File: src/sv/u8_audio_upsample_lowpass_unit_macros.svh
// Assertion macros for the upsampler RTL.
`ifndef U8_AUDIO_UPSAMPLE_LOWPASS_UNIT_MACROS_SVH
`define U8_AUDIO_UPSAMPLE_LOWPASS_UNIT_MACROS_SVH

// Clocked check that is switched off while reset is asserted.
`define U8UP_ASSERT(label, prop, msg) \
  label: assert property (@(posedge clk_i) disable iff (!rst_ni) prop) else $error(msg);

// Clocked check that also holds while reset is asserted.
`define U8UP_ASSERT_ALWAYS(label, prop, msg) \
  label: assert property (@(posedge clk_i) prop) else $error(msg);

`endif

File: src/sv/u8up_pkg.sv
// Shared types and constants for the upsampler with one-pole low-pass.
`default_nettype none

package u8up_pkg;

  // Q1.15 unity coefficient.
  localparam logic [15:0] ALPHA_ONE = 16'h8000;

  // Default upper bound on outputs per input byte.
  localparam int unsigned MAX_RATIO_DEF = 8;

  // Field widths.
  localparam int unsigned SAMPLE_W   = 16;
  localparam int unsigned BYTE_W     = 8;
  localparam int unsigned RATIO_W    = 4;
  localparam int unsigned CFG_DATA_W = 16;
  localparam int unsigned T1_W       = 17;

  // Configuration register indexes.
  typedef enum logic [0:0] {
    CFG_RATIO = 1'b0,
    CFG_ALPHA = 1'b1
  } cfg_idx_e;

  // Control that selects how the filter datapath forms one output.
  typedef struct packed {
    logic bypass;      // pass the widened sample through unfiltered
    logic clear_hist;  // treat the previous output as zero
  } lpf_ctrl_t;

endpackage

`default_nettype wire

File: src/sv/u8up_lpf.sv
// One-pole low-pass datapath: one filtered output from the scaled input and history.
`default_nettype none

module u8up_lpf
  import u8up_pkg::*;
(
  input  wire logic signed [T1_W-1:0]     t1_i,    // trunc0(x*a/32768)
  input  wire logic signed [SAMPLE_W-1:0] x_i,     // widened sample for bypass
  input  wire logic [15:0]                beta_i,  // 32768 - a
  input  wire logic signed [SAMPLE_W-1:0] prev_i,  // previous output
  input  wire lpf_ctrl_t                  ctrl_i,
  output logic signed [SAMPLE_W-1:0]      y_o
);

  logic signed [SAMPLE_W-1:0] hist;
  logic signed [32:0]         prod;
  logic signed [34:0]         num;
  logic signed [34:0]         num_adj;
  logic signed [19:0]         ysh;
  logic signed [SAMPLE_W-1:0] ysat;

  // History term, cleared at the start of a new sound.
  assign hist = ctrl_i.clear_hist ? '0 : prev_i;
  assign prod = $signed({1'b0, beta_i}) * hist;

  // Sum in units of 1/32768, then divide with truncation toward zero.
  assign num     = {{3{t1_i[T1_W-1]}}, t1_i, 15'd0} + {{2{prod[32]}}, prod};
  assign num_adj = num + (num[34] ? 35'sd32767 : 35'sd0);
  assign ysh     = num_adj[34:15];

  // Saturate to the signed 16-bit range.
  always_comb begin
    if (ysh > 20'sd32767) begin
      ysat = 16'sh7fff;
    end else if (ysh < -20'sd32768) begin
      ysat = 16'sh8000;
    end else begin
      ysat = ysh[SAMPLE_W-1:0];
    end
  end

  assign y_o = ctrl_i.bypass ? x_i : ysat;

endmodule

`default_nettype wire

File: src/sv/u8_audio_upsample_lowpass_unit.sv
// Top level: 8-bit mono to 16-bit stereo upsampler with one-pole low-pass.
//
//  Channel   Direction  Handshake                     Payload
//  s_axis    in         s_axis_tvalid/s_axis_tready   tdata[7:0] sample_byte, tuser new_sound
//  m_axis    out        m_axis_tvalid/m_axis_tready   tdata left/right, tlast last_of_run
//  cfg       in         cfg_valid_i/cfg_ready_o       cfg_index_i, cfg_data_i
//
// Each input byte yields ratio outputs, one per cycle while the output is not
// stalled (a single output in bypass); the output recurrence runs through the
// previous-output register. A new byte is taken when the filter stage is empty
// or emits its last output, and passes the filter stage, then the output register.
// Reset restores ratio 1, alpha 1.0 and a zero filter history.
// A stalled output holds its register and the item in the filter stage waits.
`default_nettype none

module u8_audio_upsample_lowpass_unit
  import u8up_pkg::*;
#(
  parameter int unsigned MaxRatio = MAX_RATIO_DEF
) (
  input  wire logic                  clk_i,
  input  wire logic                  rst_ni,
  // Input samples.
  input  wire logic                  s_axis_tvalid,
  output logic                       s_axis_tready,
  input  wire logic [7:0]            s_axis_tdata,   // [7:0] sample_byte
  input  wire logic                  s_axis_tuser,   // [0] new_sound
  // Output samples.
  output logic                       m_axis_tvalid,
  input  wire logic                  m_axis_tready,
  output logic [31:0]                m_axis_tdata,   // [15:0] left_sample, [31:16] right_sample
  output logic                       m_axis_tlast,
  // Configuration writes.
  input  wire logic                  cfg_valid_i,
  output logic                       cfg_ready_o,
  input  wire cfg_idx_e              cfg_index_i,
  input  wire logic [CFG_DATA_W-1:0] cfg_data_i
);

  localparam int unsigned RatW = $clog2(MaxRatio + 1);
  localparam int unsigned CntW = $clog2(MaxRatio);

  // Configuration registers, stored already saturated.
  logic [RatW-1:0] ratio_q, ratio_d;
  logic [15:0]     alpha_q, alpha_d;
  logic [15:0]     beta_q;

  // Filter stage holding the item in progress.
  logic                       s1_valid_q;
  logic signed [T1_W-1:0]     t1_q;
  logic signed [SAMPLE_W-1:0] x_q;
  logic                       ns_q;
  logic [CntW-1:0]            cnt_q;
  logic signed [SAMPLE_W-1:0] prev_q;

  // Output register.
  logic                       m_valid_q;
  logic signed [SAMPLE_W-1:0] m_data_q;
  logic                       m_last_q;

  logic                       adv;
  logic                       emit;
  logic                       emit_last;
  logic [RatW-1:0]            cnt_ext;
  logic signed [SAMPLE_W-1:0] x_in;
  logic signed [32:0]         xa;
  logic signed [32:0]         xa_adj;
  logic signed [SAMPLE_W-1:0] y;
  lpf_ctrl_t                  ctrl;
  logic [RATIO_W-1:0]         ratio_wr;

  assign cfg_ready_o = 1'b1;

  // Saturate register writes: ratio into 1..MaxRatio, alpha to at most 1.0.
  always_comb begin
    ratio_wr = cfg_data_i[RATIO_W-1:0];
    if (ratio_wr == '0) begin
      ratio_d = RatW'(1);
    end else if (32'(ratio_wr) > MaxRatio) begin
      ratio_d = RatW'(MaxRatio);
    end else begin
      ratio_d = RatW'(ratio_wr);
    end
    alpha_d = (cfg_data_i > ALPHA_ONE) ? ALPHA_ONE : cfg_data_i;
  end

  always_ff @(posedge clk_i or negedge rst_ni) begin
    if (!rst_ni) begin
      ratio_q <= RatW'(1);
      alpha_q <= ALPHA_ONE;
      beta_q  <= '0;
    end else if (cfg_valid_i) begin
      unique case (cfg_index_i)
        CFG_RATIO: ratio_q <= ratio_d;
        CFG_ALPHA: begin
          alpha_q <= alpha_d;
          beta_q  <= ALPHA_ONE - alpha_d;
        end
      endcase
    end
  end

  // Widen the byte and scale it by alpha on the way into the filter stage.
  assign x_in   = {~s_axis_tdata[7], s_axis_tdata[6:0], s_axis_tdata};
  assign xa     = x_in * $signed({1'b0, alpha_q});
  assign xa_adj = xa + (xa[32] ? 33'sd32767 : 33'sd0);

  // Output register advances when empty or when its result is taken.
  assign adv       = !m_valid_q || m_axis_tready;
  assign emit      = s1_valid_q && adv;
  assign cnt_ext   = RatW'(cnt_q);
  assign emit_last = (cnt_ext == ratio_q - RatW'(1));

  assign s_axis_tready = !s1_valid_q || (emit && emit_last);

  assign ctrl.bypass     = (ratio_q == RatW'(1));
  assign ctrl.clear_hist = ns_q && (cnt_q == '0);

  u8up_lpf u_lpf (
    .t1_i   (t1_q),
    .x_i    (x_q),
    .beta_i (beta_q),
    .prev_i (prev_q),
    .ctrl_i (ctrl),
    .y_o    (y)
  );

  // Filter stage control: load on transfer, free after the last output.
  always_ff @(posedge clk_i or negedge rst_ni) begin
    if (!rst_ni) begin
      s1_valid_q <= 1'b0;
      cnt_q      <= '0;
      prev_q     <= '0;
    end else begin
      if (s_axis_tvalid && s_axis_tready) begin
        s1_valid_q <= 1'b1;
      end else if (emit && emit_last) begin
        s1_valid_q <= 1'b0;
      end
      if (emit) begin
        prev_q <= y;
        cnt_q  <= emit_last ? '0 : cnt_q + CntW'(1);
      end
    end
  end

  // Filter stage payload.
  always_ff @(posedge clk_i) begin
    if (s_axis_tvalid && s_axis_tready) begin
      t1_q <= xa_adj[31:15];
      x_q  <= x_in;
      ns_q <= s_axis_tuser;
    end
  end

  // Output register.
  always_ff @(posedge clk_i or negedge rst_ni) begin
    if (!rst_ni) begin
      m_valid_q <= 1'b0;
    end else if (adv) begin
      m_valid_q <= s1_valid_q;
    end
  end

  always_ff @(posedge clk_i) begin
    if (emit) begin
      m_data_q <= y;
      m_last_q <= emit_last;
    end
  end

  assign m_axis_tvalid = m_valid_q;
  assign m_axis_tdata  = {m_data_q, m_data_q};
  assign m_axis_tlast  = m_last_q;

  `include "u8_audio_upsample_lowpass_unit_macros.svh"

  `U8UP_ASSERT(a_cnt_in_range, s1_valid_q |-> (cnt_ext < ratio_q), "output count beyond ratio")
  `U8UP_ASSERT(a_bypass_single, (emit && ctrl.bypass) |-> emit_last, "bypass item not single")
  `U8UP_ASSERT(a_accept_fills, (s_axis_tvalid && s_axis_tready) |=> s1_valid_q, "accepted item lost")
  `U8UP_ASSERT(a_last_frees, (emit && emit_last && !s_axis_tvalid) |=> !s1_valid_q, "stage not freed")
  `U8UP_ASSERT_ALWAYS(a_ratio_nonzero, !rst_ni || (ratio_q != '0), "ratio register holds zero")

endmodule

`default_nettype wire

File: config.mk
export PLATFORM = sky130hd
export DESIGN_NAME = u8_audio_upsample_lowpass_unit
export DESIGN_NICKNAME = d
export VERILOG_FILES = /design/src/sv/u8up_pkg.sv /design/src/sv/u8up_lpf.sv /design/src/sv/u8_audio_upsample_lowpass_unit.sv
export VERILOG_INCLUDE_DIRS = /design/src /design/src/sv
export SDC_FILE = /design/constraint.sdc
export NUM_CORES = 1
export LEC_CHECK = 0
export ABC_AREA = 1
export BUFFER_PORTS_ARGS = -buffer_cell sky130_fd_sc_hd__buf_2
export CORE_MARGIN = 4
export CORE_UTILIZATION = 45
export DETAILED_ROUTE_END_ITERATION = 8
export PLACE_DENSITY = 0.59
export SYNTH_ARGS = -nofsm -noshare
export SYNTH_HDL_FRONTEND = slang
export SYNTH_SLANG_ARGS = --single-unit
File: constraint.sdc
create_clock -name clk_i -period 11.5 [get_ports clk_i]
set_clock_uncertainty 0.15 [all_clocks]
set_input_delay 2.3 -clock clk_i [delete_from_list [all_inputs] [get_ports clk_i]]
set_output_delay 2.3 -clock clk_i [all_outputs]
set_load 0.05 [all_outputs]
-- Word level (Yosys, flattened, before mapping)
Index checks and enable logic that the tools add are counted.
- eq/ne operators: 2
- bitwise operators: 2
- order comparisons: 4
- $add $sub $neg: 6
- multipliers: 2
- muxes and demuxes: 12
- reduce and logical (&&, ||, !) cells: 13
- operator list (operator ; count):
    16-bit 2-to-1 mux ; 5
    35-bit adder ; 1
    32-bit by 33-bit adder with 34-bit output ; 1
    16-bit by 17-bit multiplier with 33-bit output ; 1
    17-bit by 16-bit multiplier with 33-bit output ; 1
    32-bit by 16-bit adder with 32-bit output ; 1
    15-bit 2-to-1 mux ; 2
    20-bit by 16-bit greater-than comparator with 1-bit output, second input constant ; 1
    20-bit by 16-bit less-than comparator with 1-bit output, second input constant ; 1
    16-bit greater-than comparator, second input constant ; 1
    16-bit subtractor, first input constant ; 1
    4-bit 2-to-1 mux ; 2
    3-bit by 4-bit == test with 1-bit output ; 1
    4-bit by 1-bit == test with 1-bit output, second input constant ; 1
    4-bit greater-than comparator, second input constant ; 1
    1-bit logical AND ; 4
    4-bit logical NOT ; 1
    2-bit AND reduction ; 2
    4-bit by 1-bit subtractor with 4-bit output, second input constant ; 1
    3-bit by 1-bit adder with 3-bit output, second input constant ; 1
    3-bit logical NOT ; 1
    3-bit 2-to-1 mux ; 1
    1-bit logical NOT ; 2
    1-bit logical OR ; 2
    3 further kinds ; 5
- logic and storage cells: 53
- bits of input ports: 31
- output and inout port bits: 36
- flip-flop bits (word level): 108

-- Depth between registers and ports, before layout
- depth after elaboration: 11
- gate-level depth with buffers: 51
- mapped depth without buffers: 47

-- By module
Synthesis repeated with hierarchy kept, for this count alone.
- cell total of the unflattened synthesis: 3436
- area total of the unflattened synthesis: 25627.1 µm²
- modules (own cells, without submodules) (module ; times used ; area each (µm²) ; cells an instance ; seq. area each (µm²)):
    u8_audio_upsample_lowpass_unit ; 1 ; 14415.1 ; 1833 ; 2725.1
    u8up_lpf ; 1 ; 11212.0 ; 1603 ; 0.0

-- Least setup slack after synthesis
OpenSTA, ideal clock, no wires.
- kind: input to register
- from: input port s_axis_tdata[3]
- to: register t1_q[12], data pin
- arrival time: 9.572 ns
- path buffers: 2
- slack: 1.524 ns
- data required time: 11.096 ns
- library setup time: 0.254 ns
- stages: 35
- path through: clkbuf_1 -> clkbuf_1 -> nand2_1 -> fa_1 -> inv_1 -> fa_1 -> inv_1 -> fa_1 -> inv_1 -> fa_1 -> inv_1 -> fa_1 -> inv_1 -> fa_1 -> ha_1 -> a21oi_1 -> nor2_1 -> nor2_1 -> o21ai_0 -> nand2_1 -> nand3_1 -> a31oi_1 -> xor2_1 -> ha_1 -> nand2_1 -> nor2_1 -> nand3_1 -> nor2_1 -> nand3_1 -> o2111ai_1 -> nand2_1 -> nor2_2 -> nand3_1 -> xor2_1 -> inv_1
- cells in the longest elaborated chain, start to end: 3
- ends and longest elaborated chain (item ; line ; source):
    from (decl) ; u8_audio_upsample_lowpass_unit.sv:26 ; input wire logic [7:0] s_axis_tdata,
    16-bit by 17-bit multiplier with 33-bit output (*) ; u8_audio_upsample_lowpass_unit.sv:105 ; assign xa = x_in * $signed({1'b0, alpha_q});
    15-bit 2-to-1 mux ; u8_audio_upsample_lowpass_unit.sv:106 ; assign xa_adj = xa + (xa[32] ? 33'sd32767 : 33'sd0);
    32-bit by 16-bit adder with 32-bit output (*) ; u8_audio_upsample_lowpass_unit.sv:106 ;
    via xa_adj[27] ; u8_audio_upsample_lowpass_unit.sv:67 ; logic signed [32:0] xa_adj;
    to (signal assigned) ; u8_audio_upsample_lowpass_unit.sv:150 ; t1_q <= xa_adj[31:15];
    to (decl) ; u8_audio_upsample_lowpass_unit.sv:50 ; logic signed [T1_W-1:0] t1_q;
Mark *: on every way through the listed nets, which the timed path passes. The rest lies on a longest branch.
A chain may end at the register's enable or synchronous reset.

-- Final worst setup path
- from: register cnt_q[0]
- to: register m_data_q[5], data pin
- cells in the longest elaborated chain, start to end: 11
- elaborated cells between the ends (all ways): 12
- classes of those cells: 2 x add/sub; 1 x mul; 2 x order compare; 5 x mux; 2 x reduce/logical
- ends and longest elaborated chain (item ; line ; source):
    from (decl) ; u8_audio_upsample_lowpass_unit.sv:53 ; logic [CntW-1:0] cnt_q;
    from (signal assigned) ; u8_audio_upsample_lowpass_unit.sv:142 ; cnt_q <= emit_last ? '0 : cnt_q + CntW'(1);
    3-bit logical NOT (*) ; u8_audio_upsample_lowpass_unit.sv:117 ; assign ctrl.clear_hist = ns_q && (cnt_q == '0);
    1-bit logical AND (*) ; u8_audio_upsample_lowpass_unit.sv:117 ;
    16-bit 2-to-1 mux (*) ; u8up_lpf.sv:23 ; assign hist = ctrl_i.clear_hist ? '0 : prev_i;
    17-bit by 16-bit multiplier with 33-bit output (*) ; u8up_lpf.sv:24 ; assign prod = $signed({1'b0, beta_i}) * hist;
    32-bit by 33-bit adder with 34-bit output (*) ; u8up_lpf.sv:27 ; assign num = {{3{t1_i[T1_W-1]}}, t1_i, 15'd0} + {{2{prod[32]}}, prod};
    15-bit 2-to-1 mux ; u8up_lpf.sv:28 ; assign num_adj = num + (num[34] ? 35'sd32767 : 35'sd0);
    35-bit adder (*) ; u8up_lpf.sv:28 ;
    20-bit by 16-bit less-than comparator with 1-bit output ; u8up_lpf.sv:35 ; end else if (ysh < -20'sd32768) begin
    16-bit 2-to-1 mux ; u8up_lpf.sv:35 ;
    16-bit 2-to-1 mux (*) ; u8up_lpf.sv:33 ; if (ysh > 20'sd32767) begin
    16-bit 2-to-1 mux (*) ; u8up_lpf.sv:42 ; assign y_o = ctrl_i.bypass ? x_i : ysat;
    via u_lpf.y_o[5] ; u8up_lpf.sv:12 ; output logic signed [SAMPLE_W-1:0] y_o
    to (signal assigned) ; u8_audio_upsample_lowpass_unit.sv:167 ; m_data_q <= y;
    to (decl) ; u8_audio_upsample_lowpass_unit.sv:58 ; logic signed [SAMPLE_W-1:0] m_data_q;
Marks and branches as above.

==> results by group <==
Critical path
  – Data required time of the critical path: 11.45 ns
  – Crit-path most repeated cell: nand2_2
  – CP max FO: 30
  – Critical path's largest stage delay: 0.62 ns
  – R2R depth: 36
  – Startpoint types: flop
  – CP max-delay cell: nand2_1
  – Worst Path Arrival: 10.04 ns
  – Critical path capture point type: flop
  – Critical setup path kind: flop to flop

Run status
  – Status: finished clean

Yosys
  – Post-synthesis mux area share: 0
  – XOR/XNOR Fraction of Synth Area: 0.02693
  – Simple logic cell fraction of the synthesized area: 0.1936
  – Post-synthesis sequential area ratio: 0.1119
  – Syn nets: 3840
  – Yosys warns: 0
  – Mapped cell area: 24350 sq um
  – Cells after Synth: 3138
  – Synth Area per Inst: 7.760 sq um
  – Synth Area in Adders: 0.4703
  – Compound-Gate Fraction of Synth Area: 0.04697
  – Synthesized flop and latch total: 100
  – Cell variety after synth: 50
  – Main combinational cell family by area after synthesis: adder cells

Placement
  – Placed Cells: 3810
  – # port buffers: 65
  – Pre-CTS WS: 1.261 ns
  – Placed cell area: 25160 sq um
  – HPWL Detailed: 61740 um
  – Final Wtd Congestion: 0.9723

Timing
  – Tightest Pin Transition: 0.8676 ns
  – RSZ-0062 raised after global routing: no
  – Worst slew margin: 0.4210
  – Tmin final: 10.09 ns
  – TNS Setup: 0 ns
  – Final setup vio count: 0
  – Final hold violations: 0
  – FMAX: 99.11 MHz
  – Slew Limit Fails: 0
  – PnR worst setup slack: 1.411 ns
  – Fin crit share: 0.8773

Worst hold path
  – Hold crit path type: flop to flop
  – Hold depth: 2

Floorplan
  – Site Rows: 84
  – Die H: 240.6 um
  – Core area: 53080 sq um
  – Die W: 240.6 um
  – Initial Util: 0.4588
  – Ports: 67
  – DIE AREA: 57900 sq um

GRT
  – Gr usage total: 0.2518
  – Initial antenna violation count: 0
  – First-pass GRT wire length: 113000 um
  – Vias in the first global route: 20390
  – GR Overflow Total: 0
  – Largest net degree at the start of global routing: 57

Flow run
  – # Max-Cap Violations: 0

Detailed routing
  – Drt via density: 5.175
  – Router iterations before antenna repair: 5
  – Drt first-iter violations: 1414
  – Routed wire length: 71490 um
  – DR WL/cell: 18.68 um
  – Antenna-violating nets left: 0
  – DRC viols: 0
  – Routed vias: 19800

CTS
  – Max clock buf depth: 2
  – PostCTS Resize Cnt: 0
  – CTS Sinks: 100
  – Reg clk slew, reported paths: 0.08 ns
  – H-tree levels: 3
  – Cts hold-fix bufs: 0
  – Setup bufs post-CTS: 0
  – Root Driver: clkbuf_16
  – CTS tree: yes
  – Clk Latency, worst-skew pair: 0.39 ns
  – CTS Buf Count: 9

Layout
  – Design Area, Final: 25460 sq um
  – Area growth syn-to-layout: 4.573%
  – Layout cells sized above 1: 0.05035
  – Antenna Diode Count: 0
  – Fin cells: 3826
  – Final net count: 3835
## sequential cells by signal (all words and copies together) (netlist names)
signal / cells
alpha_q: 16
beta_q: 15
cnt_q: 3
m_axis_tlast: 1
m_axis_tvalid: 1
m_data_q: 16
ns_q: 1
prev_q: 16
ratio_q: 4
s1_valid_q: 1
t1_q: 17
x_q: 9
## Yosys cell counts (all sizes together)
library cell / count / area share
fa: 407 / 0.33
nor2: 285 / 0.045
dfrtp: 54 / 0.055
nand3b: 6 / 0.0018
nand4: 25 / 0.0064
o22ai: 9 / 0.0023
clkinv: 9 / 0.0014
nand2b: 1 / 0.00026
o21bai: 8 / 0.0025
and2: 1 / 0.00026
and3: 1 / 0.00026
nand2: 684 / 0.11
a21oi: 98 / 0.020
nor4: 8 / 0.0021
o211ai: 3 / 0.00092
dfstp: 2 / 0.0022
buf: 27 / 0.0090
nand3: 93 / 0.020
o21ai: 63 / 0.013
o2111ai: 2 / 0.00072
nor3: 23 / 0.0051
a21boi: 4 / 0.0012
inv: 842 / 0.13
a31oi: 8 / 0.0021
a211oi: 1 / 0.00031
a21o: 8 / 0.0025
conb: 1 / 0.00015
ha: 264 / 0.14
or2: 14 / 0.0036
xnor2: 22 / 0.0079
xor2: 52 / 0.019
nor3b: 1 / 0.00051
a41oi: 1 / 0.00036
o221ai: 2 / 0.00072
clkbuf: 65 / 0.010
edfxtp: 44 / 0.054
## per-layer routing
layer  vias to the layer above  part of all wire  track usage
li1                       9252                 -            -
met2                       657              0.48       0.4184
met5                         -                 0            0
met4                         0             0.045      0.09566
met1                      9764              0.42       0.3419
met3                       126             0.055      0.02823
## critical path, delay by kind of cell (launching register included)
kind	cells	cell delay (ns)
AO/OA/AOI/OAI	5	0.94
adder cells (fa/ha/maj)	9	4.00
buffers and inverters	6	0.87
flip-flops	1	0.42
AND/OR/NAND/NOR	16	3.40
## through the flow
step,utilization,hold slack (ns)
final,0.4798,0.3359
after detailed placement,0.4740,0.3189
after CTS,0.4798,0.3412
after global routing,0.4798,0.3587
after global placement,0.4740,0.3171
after floorplan,-,0.2993
## kinds of logic after synthesis
logic type | after synthesis
AOI/OAI and AO/OA | 207
xor gates and xnor gates | 74
adders and majority gates | 671
buffers and inverters | 943
DFF | 100
other | 1
and+or+nand+nor | 1142
## layout make-up
cell class                 count  area (sq um)
clock buffer                  10         239.0
clock inverter                 6         65.06
fill                        5271         27610
inverter                     851          3194
multi-input combinational   2095         17970
sequential                   100          2725
tap                          688         860.8
timing repair buffer          76         407.9
## path summary, 6_finish.rpt
| path | from | endpoint | slack (ns) |
|---|---|---|---|
| max reg2reg | cnt_q[0] | m_data_q[5] | 1.41 |
| max in group asynchronous | rst_ni | prev_q[9] | 8.79 |
| min | prev_q[7] | prev_q[7] | 0.34 |
| min reg2reg | prev_q[7] | prev_q[7] | 0.34 |
| min in group asynchronous | rst_ni | m_axis_tvalid | 1.89 |
| max | cnt_q[0] | m_data_q[5] | 1.41 |
## cell usage in the layout (no fill, tap or decap), types with 9 or more instances in the layout
cell,netlist,final
xor2_1,51,51
dfrtp_1,54,54
a21oi_1,96,95
nand3_1,88,88
buf_2,0,65
xnor2_1,22,22
o21ai_0,61,61
buf_4,21,11
or2_2,14,14
nor3_1,21,21
nand2_1,658,658
ha_1,264,264
inv_1,836,836
nand2_2,25,25
clkbuf_16,0,9
edfxtp_1,44,44
nand4_1,25,25
clkinv_1,9,9
o22ai_1,9,9
fa_1,407,407
nor2_1,279,279
Power is not shown: default switching activity piles up to over one toggle a cycle in this logic, so the estimate is an artifact.
